<file path="src/rtl/core/mrc_pkg.sv">
// shared types and constants of the motion range calibrator
package mrc_pkg;

  localparam int POS_WIDTH_DEF = 32;
  localparam int VEL_W         = 16;
  localparam int NOW_W         = 32;
  localparam int CFG_W         = 16;
  localparam int CFG_IDX_W     = 3;
  localparam int NUM_W         = 12;
  localparam int SPD_W         = 8;
  localparam int FRAC_W        = 8;
  localparam int DVD_W         = NUM_W + FRAC_W;

  typedef enum logic [2:0] {
    PH_IDLE   = 3'd0,
    PH_WAIT_X = 3'd1,
    PH_MEAS_X = 3'd2,
    PH_WAIT_Y = 3'd3,
    PH_MEAS_Y = 3'd4,
    PH_DONE   = 3'd5,
    PH_ABORT  = 3'd6
  } phase_t;

  typedef enum logic [2:0] {
    ST_IDLE,
    ST_ACC,
    ST_EVAL,
    ST_DIV_X_GO,
    ST_DIV_X_RUN,
    ST_DIV_Y_GO,
    ST_DIV_Y_RUN,
    ST_FIN
  } st_t;

  localparam logic [CFG_IDX_W-1:0] CFG_MOTION_THR  = 3'd0;
  localparam logic [CFG_IDX_W-1:0] CFG_NO_MOTION   = 3'd1;
  localparam logic [CFG_IDX_W-1:0] CFG_NO_EXPAND   = 3'd2;
  localparam logic [CFG_IDX_W-1:0] CFG_SPEED_NUM   = 3'd3;
  localparam logic [CFG_IDX_W-1:0] CFG_MAX_SPEED   = 3'd4;
  localparam logic [CFG_IDX_W-1:0] CFG_MIN_SPEED   = 3'd5;

  localparam logic [CFG_W-1:0] RST_MOTION_THR = 16'd128;
  localparam logic [CFG_W-1:0] RST_NO_MOTION  = 16'd5000;
  localparam logic [CFG_W-1:0] RST_NO_EXPAND  = 16'd3000;
  localparam logic [NUM_W-1:0] RST_SPEED_NUM  = 12'd600;
  localparam logic [SPD_W-1:0] RST_MAX_SPEED  = 8'd18;
  localparam logic [SPD_W-1:0] RST_MIN_SPEED  = 8'd5;

  typedef struct packed {
    logic busy;
    logic done;
  } div_stat_t;

endpackage

</file>
<file path="src/rtl/core/mrc_div.sv">
// shared restoring divider, one quotient bit per cycle
module mrc_div import mrc_pkg::*; #(
  parameter int DVS_W = POS_WIDTH_DEF
) (
  input  logic             clk,
  input  logic             rst,
  input  logic             start,
  input  logic [DVD_W-1:0] dividend,
  input  logic [DVS_W-1:0] divisor,
  output div_stat_t        stat,
  output logic [DVD_W-1:0] quotient
);

  localparam int CNT_W = $clog2(DVD_W + 1);

  logic [DVS_W-1:0] dvs;
  logic [DVS_W-1:0] rem;
  logic [DVD_W-1:0] quo;
  logic [CNT_W-1:0] cnt;
  logic             busy;
  logic             done;

  logic [DVS_W:0] trial;
  logic [DVS_W:0] diff;
  logic           ge;

  assign trial = {rem, quo[DVD_W-1]};
  assign diff  = trial - {1'b0, dvs};
  // a zero divisor sets every quotient bit, which the clamp then caps
  assign ge    = trial >= {1'b0, dvs};

  always_ff @(posedge clk) begin
    if (rst) begin
      busy <= 1'b0;
      done <= 1'b0;
      cnt  <= '0;
    end else begin
      done <= 1'b0;
      if (start) begin
        busy <= 1'b1;
        cnt  <= CNT_W'(DVD_W);
      end else if (busy) begin
        cnt <= cnt - 1'b1;
        if (cnt == CNT_W'(1)) begin
          busy <= 1'b0;
          done <= 1'b1;
        end
      end
    end
  end

  always_ff @(posedge clk) begin
    if (start) begin
      dvs <= divisor;
      rem <= '0;
      quo <= dividend;
    end else if (busy) begin
      rem <= ge ? diff[DVS_W-1:0] : trial[DVS_W-1:0];
      quo <= {quo[DVD_W-2:0], ge};
    end
  end

  assign stat.busy = busy;
  assign stat.done = done;
  assign quotient  = quo;

endmodule

</file>
<file path="src/rtl/core/motion_range_calibrator.sv">
// top level: sequencer, position datapath and output register of the calibrator
// Each accepted beat is a start command or a velocity sample and yields exactly one
// result beat carrying the phase and, once done, the clamped X and Y speeds. A beat
// passes ST_ACC (clear on a start, else integrate the velocity with saturation),
// ST_EVAL (compare range and timers, skipped for a start or when not active) and
// ST_FIN (hand the result to the output register). The sample that closes Y also
// runs two shared-divider passes, 20 quotient bits each, one bit per cycle. The
// output register lets the next beat be taken while a result still waits.
module motion_range_calibrator import mrc_pkg::*; #(
  parameter int POS_WIDTH = POS_WIDTH_DEF
) (
  input  logic                  clk,
  input  logic                  rst,
  input  logic                  in_valid,
  output logic                  in_ready,
  input  logic                  opcode,
  input  logic signed [VEL_W-1:0] vel_x,
  input  logic signed [VEL_W-1:0] vel_y,
  input  logic [NOW_W-1:0]      now_ms,
  output logic                  out_valid,
  input  logic                  out_ready,
  output logic [2:0]            phase,
  output logic                  speed_valid,
  output logic [SPD_W-1:0]      speed_x,
  output logic [SPD_W-1:0]      speed_y,
  input  logic                  cfg_we,
  input  logic [CFG_IDX_W-1:0]  cfg_idx,
  input  logic [CFG_W-1:0]      cfg_data
);

  localparam logic signed [POS_WIDTH-1:0] POS_MAX = {1'b0, {(POS_WIDTH-1){1'b1}}};
  localparam logic signed [POS_WIDTH-1:0] POS_MIN = {1'b1, {(POS_WIDTH-1){1'b0}}};

  // configuration
  logic [CFG_W-1:0] motion_thr;
  logic [CFG_W-1:0] no_motion_ms;
  logic [CFG_W-1:0] no_expand_ms;
  logic [NUM_W-1:0] speed_num;
  logic [SPD_W-1:0] max_speed;
  logic [SPD_W-1:0] min_speed;

  // latched beat
  logic                    op_q;
  logic signed [VEL_W-1:0] v_q;
  logic [NOW_W-1:0]        now_q;

  // calibration state
  st_t                       st;
  st_t                       st_next;
  phase_t                    phase_q;
  logic signed [POS_WIDTH-1:0] pos_x;
  logic signed [POS_WIDTH-1:0] pos_x_max;
  logic signed [POS_WIDTH-1:0] pos_x_min;
  logic signed [POS_WIDTH-1:0] pos_y;
  logic signed [POS_WIDTH-1:0] pos_y_max;
  logic signed [POS_WIDTH-1:0] pos_y_min;
  logic [NOW_W-1:0]          last_time;
  logic [SPD_W-1:0]          speed_x_q;
  logic [SPD_W-1:0]          speed_y_q;

  // datapath
  logic                        axis_y;
  logic                        active;
  logic                        waiting;
  logic signed [POS_WIDTH-1:0] cur_pos;
  logic signed [POS_WIDTH-1:0] cur_max;
  logic signed [POS_WIDTH-1:0] cur_min;
  logic signed [POS_WIDTH:0]   sum;
  logic signed [POS_WIDTH-1:0] pos_sat;
  logic [VEL_W:0]              v_ext;
  logic [VEL_W:0]              mag;
  logic                        mag_hit;
  logic [NOW_W-1:0]            elapsed;
  logic                        to_motion;
  logic                        to_expand;
  logic                        grew_hi;
  logic                        grew_lo;
  logic                        fin_y;

  // divider
  logic             div_start;
  logic             div_sel_y;
  logic [POS_WIDTH-1:0] div_range;
  div_stat_t        div_stat;
  logic [DVD_W-1:0] div_quo;
  logic [SPD_W-1:0] spd;
  logic             out_load;
  logic             accept;

  assign accept = in_valid && in_ready;

  always_ff @(posedge clk) begin
    if (rst) begin
      motion_thr   <= RST_MOTION_THR;
      no_motion_ms <= RST_NO_MOTION;
      no_expand_ms <= RST_NO_EXPAND;
      speed_num    <= RST_SPEED_NUM;
      max_speed    <= RST_MAX_SPEED;
      min_speed    <= RST_MIN_SPEED;
    end else if (cfg_we) begin
      unique case (cfg_idx)
        CFG_MOTION_THR: motion_thr   <= cfg_data;
        CFG_NO_MOTION:  no_motion_ms <= cfg_data;
        CFG_NO_EXPAND:  no_expand_ms <= cfg_data;
        CFG_SPEED_NUM:  speed_num    <= cfg_data[NUM_W-1:0];
        CFG_MAX_SPEED:  max_speed    <= cfg_data[SPD_W-1:0];
        CFG_MIN_SPEED:  min_speed    <= cfg_data[SPD_W-1:0];
        default: ;
      endcase
    end
  end

  assign axis_y  = (phase_q == PH_WAIT_Y) || (phase_q == PH_MEAS_Y);
  assign waiting = (phase_q == PH_WAIT_X) || (phase_q == PH_WAIT_Y);
  assign active  = waiting || (phase_q == PH_MEAS_X) || (phase_q == PH_MEAS_Y);

  always_ff @(posedge clk) begin
    if (accept) begin
      op_q  <= opcode;
      v_q   <= axis_y ? vel_y : vel_x;
      now_q <= now_ms;
    end
  end

  assign cur_pos = axis_y ? pos_y : pos_x;
  assign cur_max = axis_y ? pos_y_max : pos_x_max;
  assign cur_min = axis_y ? pos_y_min : pos_x_min;

  // saturating integration on one guard bit
  assign sum     = {cur_pos[POS_WIDTH-1], cur_pos}
                 + {{(POS_WIDTH+1-VEL_W){v_q[VEL_W-1]}}, v_q};
  assign pos_sat = (sum[POS_WIDTH] != sum[POS_WIDTH-1])
                 ? (sum[POS_WIDTH] ? POS_MIN : POS_MAX)
                 : sum[POS_WIDTH-1:0];

  assign v_ext     = {v_q[VEL_W-1], v_q};
  assign mag       = v_ext[VEL_W] ? (~v_ext + 1'b1) : v_ext;
  assign mag_hit   = mag > {1'b0, motion_thr};
  assign elapsed   = now_q - last_time;
  assign to_motion = elapsed > {{(NOW_W-CFG_W){1'b0}}, no_motion_ms};
  assign to_expand = elapsed > {{(NOW_W-CFG_W){1'b0}}, no_expand_ms};
  assign grew_hi   = cur_pos > cur_max;
  assign grew_lo   = cur_pos < cur_min;
  assign fin_y     = (phase_q == PH_MEAS_Y) && !grew_hi && !grew_lo && to_expand;

  always_ff @(posedge clk) begin
    if (rst) begin
      phase_q   <= PH_IDLE;
      pos_x     <= '0;
      pos_x_max <= '0;
      pos_x_min <= '0;
      pos_y     <= '0;
      pos_y_max <= '0;
      pos_y_min <= '0;
      last_time <= '0;
      speed_x_q <= '0;
      speed_y_q <= '0;
    end else begin
      unique case (st)
        ST_ACC: begin
          if (!op_q) begin
            pos_x     <= '0;
            pos_x_max <= '0;
            pos_x_min <= '0;
            pos_y     <= '0;
            pos_y_max <= '0;
            pos_y_min <= '0;
            last_time <= now_q;
            phase_q   <= PH_WAIT_X;
          end else if (active) begin
            if (axis_y) pos_y <= pos_sat;
            else        pos_x <= pos_sat;
          end
        end
        ST_EVAL: begin
          if (waiting) begin
            if (mag_hit) begin
              last_time <= now_q;
              phase_q   <= axis_y ? PH_MEAS_Y : PH_MEAS_X;
            end else if (to_motion) begin
              phase_q <= PH_ABORT;
            end
          end else begin
            if (grew_hi) begin
              if (axis_y) pos_y_max <= cur_pos;
              else        pos_x_max <= cur_pos;
            end
            if (grew_lo) begin
              if (axis_y) pos_y_min <= cur_pos;
              else        pos_x_min <= cur_pos;
            end
            // a widening restarts the timer and blocks the move on, even if the timer expired
            if (grew_hi || grew_lo || to_expand) last_time <= now_q;
            if (!grew_hi && !grew_lo && to_expand && !axis_y) phase_q <= PH_WAIT_Y;
          end
        end
        ST_DIV_X_RUN: begin
          if (div_stat.done) speed_x_q <= spd;
        end
        ST_DIV_Y_RUN: begin
          if (div_stat.done) begin
            speed_y_q <= spd;
            phase_q   <= PH_DONE;
          end
        end
        default: ;
      endcase
    end
  end

  // sequencer
  always_ff @(posedge clk) begin
    if (rst) st <= ST_IDLE;
    else     st <= st_next;
  end

  always_comb begin
    st_next = st;
    unique case (st)
      ST_IDLE:      if (in_valid) st_next = ST_ACC;
      ST_ACC:       st_next = (op_q && active) ? ST_EVAL : ST_FIN;
      ST_EVAL:      st_next = fin_y ? ST_DIV_X_GO : ST_FIN;
      ST_DIV_X_GO:  st_next = ST_DIV_X_RUN;
      ST_DIV_X_RUN: if (div_stat.done) st_next = ST_DIV_Y_GO;
      ST_DIV_Y_GO:  st_next = ST_DIV_Y_RUN;
      ST_DIV_Y_RUN: if (div_stat.done) st_next = ST_FIN;
      ST_FIN:       if (!out_valid || out_ready) st_next = ST_IDLE;
      default:      st_next = ST_IDLE;
    endcase
  end

  always_comb begin
    in_ready  = (st == ST_IDLE);
    div_start = (st == ST_DIV_X_GO) || (st == ST_DIV_Y_GO);
    div_sel_y = (st == ST_DIV_Y_GO);
    out_load  = (st == ST_FIN) && (!out_valid || out_ready);
  end

  assign div_range = div_sel_y ? pos_y_max - pos_y_min : pos_x_max - pos_x_min;

  mrc_div #(
    .DVS_W (POS_WIDTH)
  ) u_div (
    .clk      (clk),
    .rst      (rst),
    .start    (div_start),
    .dividend ({speed_num, {FRAC_W{1'b0}}}),
    .divisor  (div_range),
    .stat     (div_stat),
    .quotient (div_quo)
  );

  // upper clamp is tested first, so it wins when the clamps are inverted
  always_comb begin
    if (div_quo > {{(DVD_W-SPD_W){1'b0}}, max_speed})
      spd = max_speed;
    else if (div_quo < {{(DVD_W-SPD_W){1'b0}}, min_speed})
      spd = min_speed;
    else
      spd = div_quo[SPD_W-1:0];
  end

  // output register
  always_ff @(posedge clk) begin
    if (rst) begin
      out_valid <= 1'b0;
    end else if (out_load) begin
      out_valid <= 1'b1;
    end else if (out_ready) begin
      out_valid <= 1'b0;
    end
  end

  always_ff @(posedge clk) begin
    if (out_load) begin
      phase       <= phase_q;
      speed_valid <= (phase_q == PH_DONE);
      speed_x     <= (phase_q == PH_DONE) ? speed_x_q : '0;
      speed_y     <= (phase_q == PH_DONE) ? speed_y_q : '0;
    end
  end

  a_div_quiet_when_ready : assert property (@(posedge clk) disable iff (rst)
    in_ready |-> !div_stat.busy)
    else $error("divider busy while a new beat can be taken");

  a_x_range_brackets_zero : assert property (@(posedge clk) disable iff (rst)
    !pos_x_max[POS_WIDTH-1] && (pos_x_min[POS_WIDTH-1] || pos_x_min == '0))
    else $error("x range does not bracket the origin");

  a_done_after_y_div : assert property (@(posedge clk) disable iff (rst)
    (st == ST_DIV_Y_RUN && div_stat.done) |=> (phase_q == PH_DONE && st == ST_FIN))
    else $error("second division finished without reaching done");

endmodule
</file>
<file path="config.mk">
export PLATFORM = sky130hd
export DESIGN_NAME = motion_range_calibrator
export DESIGN_NICKNAME = d
export VERILOG_FILES = /design/src/rtl/core/mrc_pkg.sv /design/src/rtl/core/mrc_div.sv /design/src/rtl/core/motion_range_calibrator.sv
export SDC_FILE = /design/constraint.sdc
export NUM_CORES = 1
export LEC_CHECK = 0
export BUFFER_PORTS_ARGS = -buffer_cell sky130_fd_sc_hd__buf_2
export CAP_MARGIN = 20
export CORE_AREA = 2 2 325 327
export DETAILED_ROUTE_END_ITERATION = 6
export DIE_AREA = 0 0 327 329
export PLACE_DENSITY = 0.48
export SLEW_MARGIN = 20
export SYNTH_ARGS = -nofsm -noshare
export SYNTH_HDL_FRONTEND = slang
export SYNTH_SLANG_ARGS = --single-unit
export TNS_END_PERCENT = 50
</file>
<file path="constraint.sdc">
create_clock -name clk -period 4.85 [get_ports clk]
set_input_delay 0.2425 -clock clk [delete_from_list [all_inputs] [get_ports clk]]
set_output_delay 0.2425 -clock clk [all_outputs]
set_load 0.03 [all_outputs]
</file>
---- Word level (Yosys, flattened, before mapping) ----
Index checks and enable logic that the tools add are counted.
storage, ports and cells
  register bits ........................... 483
  input port bits ......................... 89
  output and inout bits ................... 22
  word-level logic and storage cells ...... 193
cells by class
  add/sub/neg operators ................... 7
  magnitude comparators ................... 8
  equal/unequal tests ..................... 36
  multiplexer cells ....................... 61
  bitwise logic cells ..................... 2
  reduce and logical (&&, ||, !) cells .... 46
operators by type and width
  cell                                                                    number
  32-bit 2-to-1 mux                                                       28
  32-bit one-hot mux with 2 select lines                                  5
  32-bit subtractor                                                       4
  32-bit by 16-bit > comparator with 1-bit output                         2
  20-bit 2-to-1 mux                                                       2
  3-bit 2-to-1 mux                                                        12
  32-bit by 16-bit adder with 33-bit output                               1
  33-bit by 32-bit greater-or-equal comparator with 1-bit output          1
  32-bit > comparator                                                     1
  32-bit < comparator                                                     1
  5-bit AND reduction                                                     5
  3-bit equality test (second input constant)                             8
  3-bit one-hot mux with 8 select lines                                   1
  20-bit by 8-bit > comparator with 1-bit output                          1
  20-bit by 8-bit < comparator with 1-bit output                          1
  3-bit by 2-bit equality test with 1-bit output (second input constant)  6
  2-bit inequality test (second input constant)                           9
  17-bit by 1-bit adder with 17-bit output (second input constant)        1
  17-bit by 16-bit > comparator with 1-bit output                         1
  17-bit 2-to-1 mux                                                       1
  17-bit NOT                                                              1
  16-bit 2-to-1 mux                                                       1
  8-bit 2-to-1 mux                                                        2
  2-bit AND reduction                                                     8
  other kinds (21)                                                        57

---- Logic depth before layout (Yosys ltp) ----
  depth in word-level cells ............... 11
  mapped depth ............................ 20
  gate-level depth less buffers ........... 19

---- By module ----
From an unflattened synthesis, not the netlist that was laid out.
unflattened totals
  cell total of the unflattened synthesis .. 3499
  area total of the unflattened synthesis .. 31226.2 sq um
by module, submodules not included
  module                   instances  cells an instance  area each (sq um)  seq. area each (sq um)
  motion_range_calibrator  1          2989               25997.4            8538.2
  mrc_div                  1          510                5228.8             2342.2

---- Worst setup path before layout ----
No wires, ideal clock.
  kind .................................... reg-to-reg
  start point ............................. reg phase_q[2]
  end point ............................... reg pos_y_max[10]
  setup time .............................. 0.128 ns
  arrival time ............................ 4.270 ns
  data required time ...................... 4.722 ns
  path slack .............................. 0.453 ns
  cell stages (with the launch flop) ...... 18
  path buffers ............................ 3
  period minus slack after synthesis ...... 4.397 ns
  path through ............................ dfxtp_1 > and3b_1 > nor2_1 > clkbuf_1 > clkbuf_1 > mux2i_1 > ha_1 > and4_1 > a31oi_1 > o21ai_0 > a211oi_1 > and3b_1 > mux2i_1 > o21ai_1 > a21oi_2 > buf_4 > mux2i_1 > nor2_1
between the ends
  longest elaborated chain between the ends .. 7
  elaborated cells on any way between the ends .. 16
  classes of those cells .................. order compare (1); eq/ne (6); mux (6); reduce/logical (3)
RTL lines
  element                                                      RTL line                        source
  start, declared                                              motion_range_calibrator.sv:50   phase_t phase_q;
  start signal, assigned                                       motion_range_calibrator.sv:179  phase_q <= axis_y ? PH_MEAS_Y : PH_MEAS_X;
  branches (longest 7 deep; another with 32-bit > comparator)  n/a
  end signal, assigned                                         motion_range_calibrator.sv:185  if (axis_y) pos_y_max <= cur_pos;
  end, declared                                                motion_range_calibrator.sv:55   logic signed [POS_WIDTH-1:0] pos_y_max;
Parallel ways; which one is timed is not known. The select of a mux whose other input is x is not followed.
A chain may end at the register's enable or synchronous reset.

---- Final worst setup path ----
  start point ............................. reg now_q[0]
  end point ............................... reg last_time[6]
between the ends
  longest elaborated chain between the ends .. 5
RTL lines
  element                                          RTL line                        source
  start, declared                                  motion_range_calibrator.sv:45   logic [NOW_W-1:0] now_q;
  start signal, assigned                           motion_range_calibrator.sv:121  now_q <= now_ms;
  32-bit subtractor                                motion_range_calibrator.sv:139  assign elapsed = now_q - last_time;
  32-bit by 16-bit > comparator with 1-bit output  motion_range_calibrator.sv:141  assign to_expand = elapsed > {{(NOW_W-CFG_W){1'b0}}, no_expand_ms};
  1-bit logical OR                                 motion_range_calibrator.sv:193  if (grew_hi || grew_lo || to_expand) last_time <= now_q;
  3-bit inequality test (no line)                  n/a
  4-bit AND reduction (no line)                    n/a
  end signal, assigned                             motion_range_calibrator.sv:168  last_time <= now_q;
  end signal, assigned                             motion_range_calibrator.sv:178  last_time <= now_q;
  end signal, assigned                             motion_range_calibrator.sv:193
  end, declared                                    motion_range_calibrator.sv:57   logic [NOW_W-1:0] last_time;
Every way passes these cells.

==> flow_summary_export.csv <==
group,metric,value,unit
die,chipHeight,329,um
global_route,antenna_found_initial,3,
setup_path,setup.worst_path.start_class,"flip-flop",
sta,timing.final.setup_violations,0,
die,floorplan.initialDensity,29.8,%
synthesis,yosys.area.top_type_share,23.8,%
finish,areaGrowthSynthToFinish,17.8,%
placed_design,portBuffers,110,
sta,period_needed,4.51,ns
sta,rsz0062_at_grt,"no",
synthesis,synth-seq-cells,483,
global_route,grt_max_degree,78,
clock_tree,tritoncts.num_buffers,58,
routing,post-route-drc-count,0,
routing,detail_route.wl_per_cell,16.7,um
run_status,run_status,"finished clean",
placed_design,dp_hpwl,66500,um
synthesis,fraction_of_registers_with_async_set_or_reset_after_synthesis,0,%
sta,post-route-period-util,93.0,%
setup_path,critical_path_class,"reg2reg",
finish,finish.cell_count_without_fillers,5343,
clock_tree,total_clock_sinks,483,
sta,totalNegativeSetupSlack,0,ns
die,row_count,119,
sta,worst_slack,0.337,ns
global_route,vias_in_the_first_global_route,25300,
sta,max_freq,0.222,GHz
routing,via_count,26300,
synthesis,syn_area,31100,um2
synthesis,synth_nets,4101,
clock_tree,cts_root_buffer,"sky130_fd_sc_hd__clkbuf_16",
finish,design.final.nets,4285,
finish,final-seq-area,10800,um2
routing,detailedRoute.firstPassIterationCount,5,
setup_path,worstPathRequired,5.39,ns
routing,routed_wl,89300,um
finish,utilization,35.1,%
synthesis,dominantRegCellSynth,"sky130_fd_sc_hd__dfxtp_1",
global_route,gr-usage-all-layers,16.4,%
hold_path,min-delay-path-class,"in2reg",
hold_path,hold_path_depth,4,
synthesis,yosysSeqAreaShare,34.8,%
flow_run,max-cap-violations,0,
die,die_w,327,um
clock_tree,clk_transition_reported_paths,0.06,ns
global_route,overflow,0,
sta,hold_viol_final,0,
synthesis,syn-instance-count,3721,
die,placeable_core_region,104000,um2
synthesis,synthDominantAreaCellType,"sky130_fd_sc_hd__dfxtp_1",
setup_path,end_kind,"flip-flop",
synthesis,netlist_top_cells_count,"568 x sky130_fd_sc_hd__nand2_1, 370 x sky130_fd_sc_hd__dfxtp_1, 333 x sky130_fd_sc_hd__nor2_1",
synthesis,post_synth_num_cell_types,89,
placed_design,gp_congestion,0.822,
clock_tree,htree_depth,2,
sta,clock_skew,0.0864,ns
routing,routed_vias_inst,4.92,
clock_tree,clk-insertion-delay-late,0.69,ns
setup_path,worst_r2r_path_depth,21,
die,boundaryPins,111,
placed_design,place.detailed.instances,5153,
setup_path,critical_path.max_fanout,32,
power_and_ir_drop,power.total,19.2,mW
clock_tree,cts_max_path_buffers,3,
synthesis,synth-edff-count,113,
sta,final_max_slew_viol_count,0,
placed_design,pre_cts_slack,0.168,ns
sta,timing_worst_slew_pin_value,1.05,ns
die,die-area,108000,um2
synthesis,syn_area_per_cell,8.35,um2
setup_path,worst-endpoint-arrival,5.05,ns
sta,rel_slew_slack,29.4,%
power_and_ir_drop,power.leakage,15.8,nW
synthesis,ys_warn_count,0,
power_and_ir_drop,vdd_ir_drop_max,0.000348,V
synthesis,largest_cells_by_area_after_synthesis,"sky130_fd_sc_hd__dfxtp_1 24%, sky130_fd_sc_hd__ha_1 12%, sky130_fd_sc_hd__edfxtp_1 11%, sky130_fd_sc_hd__mux2i_1 7.6%, sky130_fd_sc_hd__nand2_1 6.9%",
finish,multi_input_comb_area,18800,um2
global_route,global_route_wire_length_before_repair,142000,um
finish,fillers,10900,
routing,detailedRoute.firstIterationViolations,1496,
power_and_ir_drop,power.density_cell_area,526,nW/um2
finish,drive_above_1_share,9.04,%
synthesis,yosys.cell_count.top_type,"sky130_fd_sc_hd__nand2_1",
routing,antenna_left,0,
clock_tree,clock_tree_from_tritoncts,"built",
==> metrics by stage <==
stage	hold WS, ns	instance area [um2]
after floorplan	0.341	31100
final	0.105	36600
after CTS	0.0302	36600
after global placement	0.420	33600
after detailed placement	0.421	33600
after global routing	0.105	36600
==> per-layer routing <==
layer  GRT usage [%]  share of wire (%)  wire, um
met1            22.0                 48     42600
met2            27.7                 46     41300
met3            1.93                3.8      3390
met4            4.30                2.3      2010
met5               0              0.028        25
==> placed cells by master, fill, tap and decap left out, drive strengths merged, types with 46 or more instances in the layout <==
master / instances
nor2: 333
o21ai: 196
buf: 199
a21o: 77
xnor2: 93
inv: 250
nand3: 76
nand2: 568
edfxtp: 113
ha: 286
dlygate4sd3: 83
xor2: 46
and2: 63
dfxtp: 370
clkbuf: 74
nor3: 46
a21oi: 271
mux2i: 235
==> power by group <==
part           switching [mW]  total [mW]  leakage, nW  internal [mW]
registers               0.462        5.26         4.04           4.80
clock network            1.91        4.87         1.03           2.96
logic                    5.37        9.11         10.7           3.74
==> flip-flops by register name (all words and copies together) (netlist names), 16 cells and up <==
name	count
pos_x_min	32
no_expand_ms	16
pos_y	32
pos_x_max	32
pos_y_min	32
u_div.rem	32
now_q	32
v_q	16
u_div.quotient	20
no_motion_ms	16
motion_thr	16
u_div.dvs	32
last_time	32
pos_y_max	32
pos_x	32
==> cells by family after synthesis <==
family                     after synthesis  synth area share [%]
and+or+nand+nor                       1311                  19.0
AOI/OAI and AO/OA                      849                  17.5
DFF                                    483                  34.8
buffers and inverters                  407                  5.17
adders and majority gates              291                  11.8
muxes                                  241                  7.79
xor gates and xnor gates               139                  3.94
==> layout make-up <==
class                   count  share of cell area, %
multi-input cells        2831                   51.2
flip-flops and latches    483                   29.5
repair buffers            282                   6.09
well taps                1391                   4.75
clock buffers              74                   4.44
inverters                 249                   2.55
clock inverters            32                   1.42
diodes                      1                0.00683
==> final timing paths <==
check                                start      endpoint  slack, ns
worst max-delay path              now_q[0]  last_time[6]       0.34
worst min-delay path            cfg_idx[2]  min_speed[0]       0.11
worst max register to register    now_q[0]  last_time[6]       0.34
worst min register to register   pos_x[15]     pos_x[15]       0.45
==> what timing repair did <==
item                                   4_1_cts  5_1_grt
buffers inserted                             0        0
endpoints found under the hold margin      136        0
gates resized for setup                      0        4
setup endpoints to repair                    0       43
hold buffers                                83        0
==> worst max-delay path: stages (launching register included) <==
cell,delay (ns)
sky130_fd_sc_hd__edfxtp_1,0.35
sky130_fd_sc_hd__inv_1,0.05
sky130_fd_sc_hd__ha_1,0.21
sky130_fd_sc_hd__fa_1,0.39
sky130_fd_sc_hd__nand2b_1,0.18
sky130_fd_sc_hd__a21o_1,0.19
sky130_fd_sc_hd__and2_1,0.16
sky130_fd_sc_hd__o21ai_1,0.22
sky130_fd_sc_hd__a31oi_1,0.13
sky130_fd_sc_hd__xnor2_1,0.22
sky130_fd_sc_hd__ha_1,0.28
sky130_fd_sc_hd__a21o_1,0.16
sky130_fd_sc_hd__a211o_1,0.28
sky130_fd_sc_hd__o211ai_1,0.09
sky130_fd_sc_hd__a21oi_1,0.11
sky130_fd_sc_hd__o41ai_2,0.34
sky130_fd_sc_hd__buf_4,0.18
sky130_fd_sc_hd__nand2_1,0.08
sky130_fd_sc_hd__nor4b_4,0.28
sky130_fd_sc_hd__a21oi_4,0.10
sky130_fd_sc_hd__buf_12,0.21
sky130_fd_sc_hd__mux2i_1,0.15
(Power assumes the default switching activity.)
